==> src/sv/sctd_pkg.sv <==
// ----------------------------------------------------------------------------
// sctd_pkg
// Field widths, reciprocal constants, month table and the hand-off struct
// that are shared by the seconds-to-calendar-date pipeline.
// ----------------------------------------------------------------------------
package sctd_pkg;

  localparam int EpochW    = 32;
  localparam int SecW      = 6;
  localparam int HourW     = 5;
  localparam int MdayW     = 5;
  localparam int MonW      = 4;
  localparam int YearW     = 12;
  localparam int YdayW     = 9;
  localparam int WdayW     = 3;
  localparam int TotMinW   = 27;
  localparam int TotHrW    = 21;
  localparam int DayCntW   = 16;
  localparam int QuadW     = 6;
  localparam int InQuadW   = 11;
  localparam int YrsW      = 8;
  localparam int NumMonths = 12;

  localparam int SecsPerMin   = 60;
  localparam int MinsPerHour  = 60;
  localparam int HoursPerDay  = 24;
  localparam int DaysPerWeek  = 7;
  localparam int WeekdayBase  = 4;

  // floor(x / d) == (x * Recip) >> Shift over the operand range used
  localparam logic [30:0] RecipMin  = 31'd1145324613;  // /15 on secs >> 2
  localparam logic [25:0] RecipHour = 26'd35791395;    // /15 on tot_min >> 2
  localparam logic [18:0] RecipDay  = 19'd349526;      // /3 on tot_hr >> 3
  localparam logic [16:0] RecipWeek = 17'd74899;       // /7
  localparam logic [16:0] RecipQuad = 17'd91868;       // /1461
  localparam logic [16:0] RecipYear = 17'd91930;      // /365

  localparam logic [DayCntW-1:0] DaysTo1970  = 16'd731;
  localparam logic [InQuadW-1:0] DaysPerQuad = 11'd1461;
  localparam logic [InQuadW-1:0] FebEndLeap  = 11'd60;
  localparam logic [InQuadW-1:0] LeapYearEnd = 11'd365;
  localparam logic [YdayW-1:0]   YearDays    = 9'd365;
  localparam logic [YearW-1:0]   BaseYear    = 12'd1968;

  typedef logic [YdayW-1:0] month_table_t [NumMonths];
  localparam month_table_t MonthStart = '{
    9'd0, 9'd31, 9'd59, 9'd90, 9'd120, 9'd151,
    9'd181, 9'd212, 9'd243, 9'd273, 9'd304, 9'd334
  };

  typedef struct packed {
    logic [SecW-1:0]    sec;
    logic [SecW-1:0]    min;
    logic [HourW-1:0]   hour;
    logic [DayCntW-1:0] tot_day;
  } tod_t;

endpackage

==> src/sv/sctd_if.sv <==
// ----------------------------------------------------------------------------
// sctd_in_if / sctd_out_if
// Valid/ready channels carrying a timestamp in and a calendar date out.
// ----------------------------------------------------------------------------
interface sctd_in_if;
  logic                         valid;
  logic                         ready;
  logic [sctd_pkg::EpochW-1:0]  epoch_seconds;

  modport source (output valid, output epoch_seconds, input ready);
  modport sink (input valid, input epoch_seconds, output ready);
endinterface

interface sctd_out_if;
  logic                        valid;
  logic                        ready;
  logic [sctd_pkg::SecW-1:0]   sec_of_minute;
  logic [sctd_pkg::SecW-1:0]   min_of_hour;
  logic [sctd_pkg::HourW-1:0]  hour_of_day;
  logic [sctd_pkg::MdayW-1:0]  day_of_month;
  logic [sctd_pkg::MonW-1:0]   month_number;
  logic [sctd_pkg::YearW-1:0]  full_year;
  logic [sctd_pkg::YdayW-1:0]  day_of_year;
  logic [sctd_pkg::WdayW-1:0]  weekday;

  modport source (output valid, output sec_of_minute, output min_of_hour,
                  output hour_of_day, output day_of_month, output month_number,
                  output full_year, output day_of_year, output weekday,
                  input ready);
  modport sink (input valid, input sec_of_minute, input min_of_hour,
                input hour_of_day, input day_of_month, input month_number,
                input full_year, input day_of_year, input weekday,
                output ready);
endinterface

==> src/sv/sctd_clock_stages.sv <==
// ----------------------------------------------------------------------------
// sctd_clock_stages
// Four-stage split of a seconds count into second, minute, hour and a
// whole-day count, using registered reciprocal multiplies.
// ----------------------------------------------------------------------------
module sctd_clock_stages (
  input  logic            clk,
  input  logic            rst,
  sctd_in_if.sink         stamp,
  output logic            day_valid,
  input  logic            day_ready,
  output sctd_pkg::tod_t  day_item
);

  logic v1, v2, v3, v4;
  logic en1, en2, en3, en4;

  logic [sctd_pkg::SecW-1:0]    sec_lo_1;
  logic [sctd_pkg::TotMinW-1:0] tot_min_1;
  logic [sctd_pkg::SecW-1:0]    sec_2;
  logic [sctd_pkg::SecW-1:0]    min_lo_2;
  logic [sctd_pkg::TotHrW-1:0]  tot_hr_2;
  logic [sctd_pkg::SecW-1:0]    sec_3;
  logic [sctd_pkg::SecW-1:0]    min_3;
  logic [sctd_pkg::HourW-1:0]   hr_lo_3;
  logic [sctd_pkg::DayCntW-1:0] tot_day_3;
  sctd_pkg::tod_t               item_4;

  logic [60:0] min_prod;
  logic [50:0] hr_prod;
  logic [36:0] day_prod;

  assign en4 = !v4 || day_ready;
  assign en3 = !v3 || en4;
  assign en2 = !v2 || en3;
  assign en1 = !v1 || en2;

  assign stamp.ready = en1;
  assign day_valid   = v4;
  assign day_item    = item_4;

  assign min_prod = stamp.epoch_seconds[31:2] * sctd_pkg::RecipMin;
  assign hr_prod  = tot_min_1[26:2] * sctd_pkg::RecipHour;
  assign day_prod = tot_hr_2[20:3] * sctd_pkg::RecipDay;

  always_ff @(posedge clk) begin
    if (rst) begin
      v1 <= 1'b0;
      v2 <= 1'b0;
      v3 <= 1'b0;
      v4 <= 1'b0;
    end else begin
      if (en1) v1 <= stamp.valid;
      if (en2) v2 <= v1;
      if (en3) v3 <= v2;
      if (en4) v4 <= v3;
    end
  end

  always_ff @(posedge clk) begin
    if (en1) begin
      sec_lo_1  <= stamp.epoch_seconds[5:0];
      tot_min_1 <= min_prod[60:34];
    end
    if (en2) begin
      sec_2    <= sec_lo_1 - sctd_pkg::SecW'(tot_min_1 *
                  sctd_pkg::TotMinW'(sctd_pkg::SecsPerMin));
      min_lo_2 <= tot_min_1[5:0];
      tot_hr_2 <= hr_prod[49:29];
    end
    if (en3) begin
      sec_3     <= sec_2;
      min_3     <= min_lo_2 - sctd_pkg::SecW'(tot_hr_2 *
                   sctd_pkg::TotHrW'(sctd_pkg::MinsPerHour));
      hr_lo_3   <= tot_hr_2[4:0];
      tot_day_3 <= day_prod[35:20];
    end
    if (en4) begin
      item_4.sec     <= sec_3;
      item_4.min     <= min_3;
      item_4.hour    <= hr_lo_3 - sctd_pkg::HourW'(tot_day_3 *
                        sctd_pkg::DayCntW'(sctd_pkg::HoursPerDay));
      item_4.tot_day <= tot_day_3;
    end
  end

  a_hold_on_stall: assert property (@(posedge clk) disable iff (rst)
    v4 && !day_ready |=> v4)
    else $error("day item dropped while stalled");

  a_item_stable: assert property (@(posedge clk) disable iff (rst)
    v4 && !day_ready |=> $stable(item_4))
    else $error("day item changed while stalled");

  a_time_range: assert property (@(posedge clk) disable iff (rst)
    v4 |-> (item_4.sec < 6'd60) && (item_4.min < 6'd60) && (item_4.hour < 5'd24))
    else $error("time of day out of range");

endmodule

==> src/sv/seconds_to_calendar_date_unit.sv <==
// ----------------------------------------------------------------------------
// seconds_to_calendar_date_unit
// Converts a count of seconds since 1970-01-01 00:00:00 into time of day,
// day of month, month, year, day of year and weekday.
//
// Channels: stamp carries epoch_seconds in; date carries the broken-down
// date out. Both move an item at a clock edge with valid and ready high.
// Leap years are every fourth year counted from 1968, so 2100 is a leap year.
//
// Throughput: one item per cycle while the date receiver is ready. The
// conversion runs through a chain of reciprocal multiplies for /60, /60,
// /24, /7, /1461 and /365, each product registered before its next step.
//
// Reset clears every stage's valid bit; no item is in flight afterward.
// When date.ready is low, the item at the output holds and upstream stages
// keep filling empty slots; stamp.ready drops only when every stage is full.
// ----------------------------------------------------------------------------
module seconds_to_calendar_date_unit (
  input  logic        clk,
  input  logic        rst,
  sctd_in_if.sink     stamp,
  sctd_out_if.source  date
);

  logic           day_valid;
  logic           day_ready;
  sctd_pkg::tod_t day_item;

  logic v1, v2, v3, v4, v5;
  logic en1, en2, en3, en4, en5;

  // stage 1
  logic [sctd_pkg::DayCntW-1:0] days68_c;
  logic [sctd_pkg::DayCntW-1:0] wsum_c;
  logic [32:0]                  wk_prod;
  logic [32:0]                  quad_prod;
  logic [sctd_pkg::DayCntW-1:0] days68_1;
  logic [2:0]                   wsum_lo_1;
  logic [2:0]                   q7_lo_1;
  logic [sctd_pkg::QuadW-1:0]   quads_1;
  sctd_pkg::tod_t               tod_1;

  // stage 2
  logic [sctd_pkg::InQuadW-1:0] in_quad_c;
  logic                         past_feb_c;
  logic [sctd_pkg::DayCntW-1:0] diff_2;
  logic                         inc_2;
  logic [sctd_pkg::WdayW-1:0]   wday_2;
  sctd_pkg::tod_t               tod_2;

  // stage 3
  logic [32:0]                  yr_prod;
  logic [sctd_pkg::YrsW-1:0]    yrs_3;
  logic [sctd_pkg::YdayW-1:0]   diff_lo_3;
  logic                         inc_3;
  logic [sctd_pkg::WdayW-1:0]   wday_3;
  sctd_pkg::tod_t               tod_3;

  // stage 4
  logic [sctd_pkg::YdayW-1:0]   yday_4;
  logic                         leap_4;
  logic [sctd_pkg::YearW-1:0]   year_4;
  logic [sctd_pkg::WdayW-1:0]   wday_4;
  sctd_pkg::tod_t               tod_4;

  // stage 5 (output)
  logic [sctd_pkg::MonW-1:0]    mon_c;
  logic [sctd_pkg::YdayW-1:0]   st_c;
  logic [sctd_pkg::YdayW-1:0]   cand;
  logic [sctd_pkg::SecW-1:0]    sec_5;
  logic [sctd_pkg::SecW-1:0]    min_5;
  logic [sctd_pkg::HourW-1:0]   hour_5;
  logic [sctd_pkg::MdayW-1:0]   mday_5;
  logic [sctd_pkg::MonW-1:0]    mon_5;
  logic [sctd_pkg::YearW-1:0]   year_5;
  logic [sctd_pkg::YdayW-1:0]   yday_5;
  logic [sctd_pkg::WdayW-1:0]   wday_5;

  sctd_clock_stages u_clock (
    .clk       (clk),
    .rst       (rst),
    .stamp     (stamp),
    .day_valid (day_valid),
    .day_ready (day_ready),
    .day_item  (day_item)
  );

  assign en5 = !v5 || date.ready;
  assign en4 = !v4 || en5;
  assign en3 = !v3 || en4;
  assign en2 = !v2 || en3;
  assign en1 = !v1 || en2;
  assign day_ready = en1;

  assign days68_c  = day_item.tot_day + sctd_pkg::DaysTo1970;
  assign wsum_c    = day_item.tot_day + sctd_pkg::DayCntW'(sctd_pkg::WeekdayBase);
  assign wk_prod   = wsum_c * sctd_pkg::RecipWeek;
  assign quad_prod = days68_c * sctd_pkg::RecipQuad;

  assign in_quad_c  = days68_1[10:0] - sctd_pkg::InQuadW'(quads_1 * sctd_pkg::DaysPerQuad);
  assign past_feb_c = in_quad_c >= sctd_pkg::FebEndLeap;

  assign yr_prod = diff_2 * sctd_pkg::RecipYear;

  always_comb begin
    mon_c = sctd_pkg::MonW'(1);
    st_c  = '0;
    cand  = '0;
    for (int i = 0; i < sctd_pkg::NumMonths; i++) begin
      cand = sctd_pkg::MonthStart[i] + sctd_pkg::YdayW'((i >= 2) && leap_4);
      if (yday_4 >= cand) begin
        mon_c = sctd_pkg::MonW'(i + 1);
        st_c  = cand;
      end
    end
  end

  always_ff @(posedge clk) begin
    if (rst) begin
      v1 <= 1'b0;
      v2 <= 1'b0;
      v3 <= 1'b0;
      v4 <= 1'b0;
      v5 <= 1'b0;
    end else begin
      if (en1) v1 <= day_valid;
      if (en2) v2 <= v1;
      if (en3) v3 <= v2;
      if (en4) v4 <= v3;
      if (en5) v5 <= v4;
    end
  end

  always_ff @(posedge clk) begin
    if (en1) begin
      days68_1  <= days68_c;
      wsum_lo_1 <= wsum_c[2:0];
      q7_lo_1   <= wk_prod[21:19];
      quads_1   <= quad_prod[32:27];
      tod_1     <= day_item;
    end
    if (en2) begin
      wday_2 <= wsum_lo_1 - 3'(q7_lo_1 * 3'(sctd_pkg::DaysPerWeek));
      diff_2 <= days68_1 - sctd_pkg::DayCntW'(quads_1)
                - sctd_pkg::DayCntW'(past_feb_c);
      inc_2  <= past_feb_c && (in_quad_c <= sctd_pkg::LeapYearEnd);
      tod_2  <= tod_1;
    end
    if (en3) begin
      yrs_3     <= yr_prod[32:25];
      diff_lo_3 <= diff_2[8:0];
      inc_3     <= inc_2;
      wday_3    <= wday_2;
      tod_3     <= tod_2;
    end
    if (en4) begin
      yday_4 <= diff_lo_3 - sctd_pkg::YdayW'(yrs_3 * sctd_pkg::YearDays)
                + sctd_pkg::YdayW'(inc_3);
      leap_4 <= yrs_3[1:0] == 2'b00;
      year_4 <= sctd_pkg::YearW'(yrs_3) + sctd_pkg::BaseYear;
      wday_4 <= wday_3;
      tod_4  <= tod_3;
    end
    if (en5) begin
      sec_5  <= tod_4.sec;
      min_5  <= tod_4.min;
      hour_5 <= tod_4.hour;
      mday_5 <= sctd_pkg::MdayW'(yday_4 - st_c + sctd_pkg::YdayW'(1));
      mon_5  <= mon_c;
      year_5 <= year_4;
      yday_5 <= yday_4;
      wday_5 <= wday_4;
    end
  end

  assign date.valid         = v5;
  assign date.sec_of_minute = sec_5;
  assign date.min_of_hour   = min_5;
  assign date.hour_of_day   = hour_5;
  assign date.day_of_month  = mday_5;
  assign date.month_number  = mon_5;
  assign date.full_year     = year_5;
  assign date.day_of_year   = yday_5;
  assign date.weekday       = wday_5;

  a_quad_rem: assert property (@(posedge clk) disable iff (rst)
    v1 |-> in_quad_c < sctd_pkg::DaysPerQuad)
    else $error("day within four-year block out of range");

  a_date_range: assert property (@(posedge clk) disable iff (rst)
    v5 |-> (mon_5 != 4'd0) && (mon_5 <= 4'd12) && (mday_5 != 5'd0)
           && (wday_5 <= 3'd6) && (yday_5 <= 9'd365))
    else $error("calendar field out of range");

  a_hold_on_stall: assert property (@(posedge clk) disable iff (rst)
    v5 && !date.ready |=> v5)
    else $error("output item dropped while stalled");

  a_year_leap: assert property (@(posedge clk) disable iff (rst)
    v4 |-> (leap_4 == (year_4[1:0] == 2'b00)))
    else $error("leap flag disagrees with year");

endmodule

==> src/flat_wrapper.sv <==
// flat-port wrapper written by rule: the top's interface ports become plain ports
module seconds_to_calendar_date_unit_flat 
  (clk, rst, stamp_valid, stamp_epoch_seconds, stamp_ready, date_valid, date_sec_of_minute, date_min_of_hour, date_hour_of_day, date_day_of_month, date_month_number, date_full_year, date_day_of_year, date_weekday, date_ready);
  sctd_in_if stamp_i ();
  sctd_out_if date_i ();
  input  logic clk;
  input  logic rst;
  input wire logic [$bits(stamp_i.valid)-1:0] stamp_valid;
  input wire logic [$bits(stamp_i.epoch_seconds)-1:0] stamp_epoch_seconds;
  output wire logic [$bits(stamp_i.ready)-1:0] stamp_ready;
  output wire logic [$bits(date_i.valid)-1:0] date_valid;
  output wire logic [$bits(date_i.sec_of_minute)-1:0] date_sec_of_minute;
  output wire logic [$bits(date_i.min_of_hour)-1:0] date_min_of_hour;
  output wire logic [$bits(date_i.hour_of_day)-1:0] date_hour_of_day;
  output wire logic [$bits(date_i.day_of_month)-1:0] date_day_of_month;
  output wire logic [$bits(date_i.month_number)-1:0] date_month_number;
  output wire logic [$bits(date_i.full_year)-1:0] date_full_year;
  output wire logic [$bits(date_i.day_of_year)-1:0] date_day_of_year;
  output wire logic [$bits(date_i.weekday)-1:0] date_weekday;
  input wire logic [$bits(date_i.ready)-1:0] date_ready;
  assign stamp_i.valid = stamp_valid;
  assign stamp_i.epoch_seconds = stamp_epoch_seconds;
  assign stamp_ready = stamp_i.ready;
  assign date_valid = date_i.valid;
  assign date_sec_of_minute = date_i.sec_of_minute;
  assign date_min_of_hour = date_i.min_of_hour;
  assign date_hour_of_day = date_i.hour_of_day;
  assign date_day_of_month = date_i.day_of_month;
  assign date_month_number = date_i.month_number;
  assign date_full_year = date_i.full_year;
  assign date_day_of_year = date_i.day_of_year;
  assign date_weekday = date_i.weekday;
  assign date_i.ready = date_ready;
  seconds_to_calendar_date_unit u_core (.clk(clk), .rst(rst), .stamp(stamp_i), .date(date_i));
endmodule
==> config.mk <==
export PLATFORM = sky130hd
export DESIGN_NAME = seconds_to_calendar_date_unit_flat
export DESIGN_NICKNAME = d
export VERILOG_FILES = /design/src/sv/sctd_pkg.sv /design/src/sv/sctd_if.sv /design/src/sv/sctd_clock_stages.sv /design/src/sv/seconds_to_calendar_date_unit.sv /design/src/flat_wrapper.sv
export SDC_FILE = /design/constraint.sdc
export NUM_CORES = 2
export LEC_CHECK = 0
export ABC_AREA = 1
export ABC_CLOCK_PERIOD_IN_PS = 6490
export CAP_MARGIN = 10
export CORE_MARGIN = 4
export CORE_UTILIZATION = 49
export CTS_CLUSTER_DIAMETER = 50
export DETAILED_ROUTE_END_ITERATION = 8
export DONT_BUFFER_PORTS = 1
export HOLD_SLACK_MARGIN = 0.15
export PLACE_DENSITY_LB_ADDON = 0.1
export SKIP_LAST_GASP = 1
export SYNTH_ARGS = -nofsm -noshare
export SYNTH_HDL_FRONTEND = slang
export SYNTH_SLANG_ARGS = --single-unit
==> constraint.sdc <==
create_clock -name clk -period 6.49 [get_ports clk]
set_input_delay 0.9735 -clock clk [delete_from_list [all_inputs] [get_ports clk]]
set_output_delay 0.9735 -clock clk [all_outputs]
set_load 0.01 [all_outputs]
Yosys cells after proc, flatten, opt, wreduce, memory -nomap -nowiden
Index checks and enable logic that the tools add are counted.
- word-level logic and storage cells: 149
- output and inout port bits: 52
- input port bits: 36
- bits in registers: 353
- magnitude comparators: 13
- add/subtract/negate cells: 24
- $mul: 12
- mux-type cells: 21
- reductions and logical operators: 21
- operator list (kind ; count):
    $ge 9x9->1 ; 7
    $mul 30x31->61 const B ; 1
    $mux 5 ; 11
    $mul 25x26->50 const B ; 1
    $add 8x1->9 const A ; 4
    $mul 18x18->35 const B ; 1
    $mul 16x16->32 const B ; 1
    $mul 16x15->31 const B ; 1
    $add 9x1->9 const A ; 3
    $mul 27x4->4 const B ; 1
    $mul 16x17->22 const B ; 1
    $mul 21x4->4 const B ; 1
    $mux 4 ; 5
    $ge 9x8->1 ; 2
    $add 16x10->16 const B ; 1
    $add 16x3->16 const B ; 1
    $add 7x1->8 const A ; 2
    $mul 16x2->2 const B ; 1
    $sub 16x1->16 ; 1
    $sub 16x6->16 ; 1
    $add 8x11->12 const B ; 1
    $mux 3 ; 4
    $sub 6x6->6 ; 2
    $ge 11x6->1 const B ; 1
    19 further kinds ; 36

Depth between registers and ports, before layout
- depth in word-level cells: 14
- depth in mapped cells: 32

Cells and area by module
Synthesis repeated with hierarchy kept, for this count alone.
- cells, all modules: 5981
- area, all modules: 52708.1 um^2
- by module, submodules not included (module ; cells each ; area each (um^2) ; seq. area each (um^2) ; instances):
    sctd_clock_stages ; 3696 ; 29306.9 ; 4043.9 ; 1
    seconds_to_calendar_date_unit ; 2285 ; 23401.2 ; 6406.1 ; 1

Worst setup path before layout
OpenSTA, ideal clock, no wires.
- path type: register to register
- start: register u_core.u_clock.item_4 (netlist bit u_core.u_clock.day_item[0])
- end: register u_core.quads_1[2] in the netlist's numbering, data pin
- slack: -276 ps
- library setup time: 252 ps
- cell stages (with the launch flop): 31
- data arrival time: 6514 ps
- path through: edfxtp_1 -> inv_1 -> ha_1 -> inv_1 -> a21oi_2 -> a21oi_2 -> inv_1 -> nand2_1 -> nand2_1 -> nand2_1 -> nand2_1 -> xor2_1 -> inv_1 -> fa_1 -> inv_1 -> fa_1 -> fa_1 -> inv_1 -> fa_1 -> inv_1 -> fa_1 -> fa_1 -> ha_1 -> a21oi_1 -> o21ai_0 -> a21oi_1 -> o21ai_0 -> a31oi_1 -> nand2_1 -> nand2_1 -> nand2_1
- word-level cells in the longest chain between the ends: 2
- ends and longest elaborated chain (element ; line ; source):
    from (decl) ; sctd_clock_stages.sv:27 ; sctd_pkg::tod_t item_4;
    $add 16x10->16 ; seconds_to_calendar_date_unit.sv:95 ; assign days68_c = day_item.tot_day + sctd_pkg::DaysTo1970;
    via u_core.days68_c, one bit ; seconds_to_calendar_date_unit.sv:33 ; logic [sctd_pkg::DayCntW-1:0] days68_c;
    $mul 16x15->31 ; seconds_to_calendar_date_unit.sv:98 ; assign quad_prod = days68_c * sctd_pkg::RecipQuad;
    via u_core.quad_prod[29] ; seconds_to_calendar_date_unit.sv:36 ; logic [32:0] quad_prod;
    to (signal assigned) ; seconds_to_calendar_date_unit.sv:139 ; quads_1 <= quad_prod[32:27];
    to (decl) ; seconds_to_calendar_date_unit.sv:40 ; logic [sctd_pkg::QuadW-1:0] quads_1;
The timed path passes the listed nets, and every way through them passes these cells.
A chain may end at the register's enable or synchronous reset.

Final worst setup path
- start: register u_core.u_clock.item_4 (netlist bit u_core.u_clock.day_item[2])
- end: register u_core.quads_1[0] in the netlist's numbering, data pin
- word-level cells in the longest chain between the ends: 2
- ends and longest elaborated chain (element ; line):
    $add 16x10->16 ; seconds_to_calendar_date_unit.sv:95
    $mul 16x15->31 ; seconds_to_calendar_date_unit.sv:98
    via u_core.quad_prod[27] ; seconds_to_calendar_date_unit.sv:36
The timed path passes the listed nets, and every way through them passes these cells.

==> results.yml <==
routing:
  dr.pass1.iters: 6
  vias: 34951
  route.met3.wl_um: 5645
  routed_wl_um: 120400
  wl_met2_um: 52120
  avgViaCountPerCell: 5.090
  ant_nets: 0
  wl_met1_um: 60060
  routed.top_layer: "met4"
  drtIter0Drc: 2105
  drc_errors: 0
  wire_per_inst_um: 17.53
sta:
  worst_slew_pin_slew_ns: 1.012
  fin_crit_ns: 6.356
  slew_headroom_pct: 32.52
  setup_viol: 0
  rsz0062_at_grt: "true"
  clock.fmax_mhz: 157.3
  post-route-period-util_pct: 97.93
  hold_violations: 0
  slew_viol_final: 0
  fin_skew_ns: 0.05271
final_layout:
  multiInputGateArea_um2: 35420
  diodes: 0
  area_growth_pct: 8.941
  seq_area_um2: 10450
  final_cell_count_no_fill: 6867
  drive_gt1_share_pct: 4.910
  fin_nets: 7162
  fill_cells: 9384
synth:
  syn_nets: 7035
  synthTopCellsByCount: "inv_1, ha_1, nand2_1, fa_1, edfxtp_1"
  avgSynthCellArea_um2: 9.484
  synth_top_area_share_pct: 26.81
  yosysUniqueCellTypes: 50
  synth.area.top_cells: "ha_1, fa_1, edfxtp_1"
  postSynthCellCount: 5330
  yosys.area.top_type: "ha_1"
  syn_area_um2: 50550
  ys.flop_type: "edfxtp_1"
  synthMostInstantiatedCell: "inv_1"
  synthArstFlopShare_pct: 0
  synth-edff-count: 342
  ys_seq_elements: 351
  ys_seq_area_share_pct: 20.67
  synth_warnings: 0
critical_path:
  worst_ep_required_time_ns: 6.88
  reg2reg_slack_ns: 0.13
  cp_max_fo: 5
  end_kind: "flip-flop"
  worst_setup_path_start_kind: "flip-flop"
  critPathKind: "reg2reg"
  crit_arrival_ns: 6.74
place:
  place_inst: 6749
  hpwlAfterDp_um: 105400
  portBuffers: 0
  gp_congestion: 0.9575
clocking:
  cts_buffers: 52
  postCtsHoldBufs: 0
  cts_buffer_depth: 3
  clk_pin_slew_ns: 0.06
  cts.sinks: 351
  clk_latency_ns: 0.63
  cts_tree: "built"
  root_buffer: "clkbuf_16"
  htreeDepth: 2
floorplan:
  fp.dieArea_um2: 108400
  core_um2: 102000
  die_h_um: 329.2
  initial_core_util_pct: 49.54
  die_w_um: 329.2
  rows: 117
  pin_count: 88
run_status:
  status: "finished, final reports clean"
grt:
  grt_pass1_vias: 35428
  grt_pass1_wl_um: 192000
  grt_max_degree: 51
  antenna_found_initial: 1
  grt_usage_pct: 22.60
  gr-total-overflow: 0
hold_path:
  hold_path.class: "reg2reg"
job:
  max-cap-violations: 0
-- metrics by stage --
| step | TNS (ns) | hold slack (ns) | util, % | instance area, µm² | setup slack [ns] |
|---|---|---|---|---|---|
| floorplan | 0 | 0.4003 | - | 50560 | 0.002753 |
| global placement | -0.004532 | 0.4001 | 51.63 | 52680 | -0.004532 |
| detailed placement | -0.02766 | 0.4045 | 51.63 | 52680 | -0.02766 |
| CTS | 0 | 0.3605 | 53.44 | 54530 | 0.01164 |
| global route | -0.9716 | 0.3765 | 53.97 | 55070 | -0.1816 |
| finish | 0 | 0.3736 | 53.97 | 55070 | 0.1343 |
-- per-layer routing --
metal | track usage (%) | up-vias
met4 | 4.960 | 0
met1 | 34.01 | 16844
met5 | 0 | -
li1 | - | 17358
met3 | 3.117 | 116
met2 | 34.81 | 633
-- registers in the layout, summed over array words and instances (netlist names), 11 cells and up --
register,flops
u_core.u_clock.tot_day_3,16
u_core.days68_1,16
u_core.tod_2,17
u_core.u_clock.day_item,33
u_core.date.full_year,11
u_core.tod_4,17
u_core.u_clock.tot_hr_2,21
u_core.u_clock.tot_min_1,27
u_core.tod_1,17
u_core.tod_3,17
u_core.year_4,11
u_core.diff_2,16
-- layout by cell type (no fill, tap or decap), types with 8 or more instances in the layout --
cell	count
dfxtp_1	9
nor4_1	10
a21o_1	39
nor2_2	11
a21oi_1	240
a211oi_1	10
inv_2	13
o211ai_1	8
nor3_1	41
inv_1	1325
nand2_1	638
edfxtp_1	342
xnor2_1	46
nand3_1	140
buf_4	77
inv_6	10
o21a_1	13
ha_4	12
nor2_1	328
nand2_2	10
clkbuf_16	52
o21ai_0	139
a21oi_2	11
nand4_1	39
o21bai_1	25
fa_1	582
ha_1	1067
a31oi_1	26
xor2_1	109
-- area by class of cell --
type / instances / area share [%]
Sequential cell: 351 / 18.98
Clock buffer: 58 / 2.440
Inverter: 1338 / 9.120
Timing Repair Buffer: 80 / 1.111
Tap cell: 1368 / 3.108
Multi-Input combinational cell: 3634 / 64.33
Clock inverter: 38 / 0.9134
-- final timing paths --
| path | start | cells after the start | to |
|---|---|---|---|
| max | u_core.u_clock.day_item[2]$_DFFE_PP_ | 27 | u_core.quads_1[0]$_DFFE_PP_ |
| min | u_core.tod_3[17]$_DFFE_PP_ | 0 | u_core.tod_4[17]$_DFFE_PP_ |
| max reg2reg | u_core.u_clock.day_item[2]$_DFFE_PP_ | 27 | u_core.quads_1[0]$_DFFE_PP_ |
| min reg2reg | u_core.tod_3[17]$_DFFE_PP_ | 0 | u_core.tod_4[17]$_DFFE_PP_ |
-- worst max-delay path: stages (launching register included) --
cell,delay [ns]
edfxtp_1,0.47
ha_2,0.23
a21oi_2,0.14
nand3_1,0.09
nand2_1,0.09
nand2_1,0.08
a31oi_1,0.18
buf_4,0.16
nor2_4,0.04
xor2_2,0.18
buf_4,0.15
fa_1,0.49
inv_2,0.06
fa_1,0.50
fa_1,0.51
inv_2,0.04
fa_1,0.54
inv_2,0.04
fa_2,0.54
fa_1,0.45
ha_4,0.31
a21oi_2,0.06
buf_4,0.13
buf_4,0.12
o31ai_2,0.28
nor3_2,0.07
nand3_1,0.09
nand2_1,0.06
-- cell families (layout without fill, tap and decap cells) --
| group | Yosys count | after routing | share of synthesized area [%] |
|---|---|---|---|
| flip-flops | 351 | 351 | 20.67 |
| AO/OA/AOI/OAI | 546 | 546 | 6.151 |
| AND/OR/NAND/NOR | 1256 | 1256 | 10.27 |
| buffers and inverters | 1345 | 1514 | 10.01 |
| XOR/XNOR | 163 | 163 | 2.881 |
| adder cells (fa/ha/maj) | 1669 | 1669 | 50.02 |
-- timing repair --
action / 4_1_cts / 5_1_grt
endpoints found under the setup margin: 1 / 12
pin swaps: 0 / 61
setup buffers: 0 / 22
gates resized for setup: 2 / 82
Power is not shown: default switching activity piles up to over one toggle a cycle in this logic, so the estimate is an artifact.
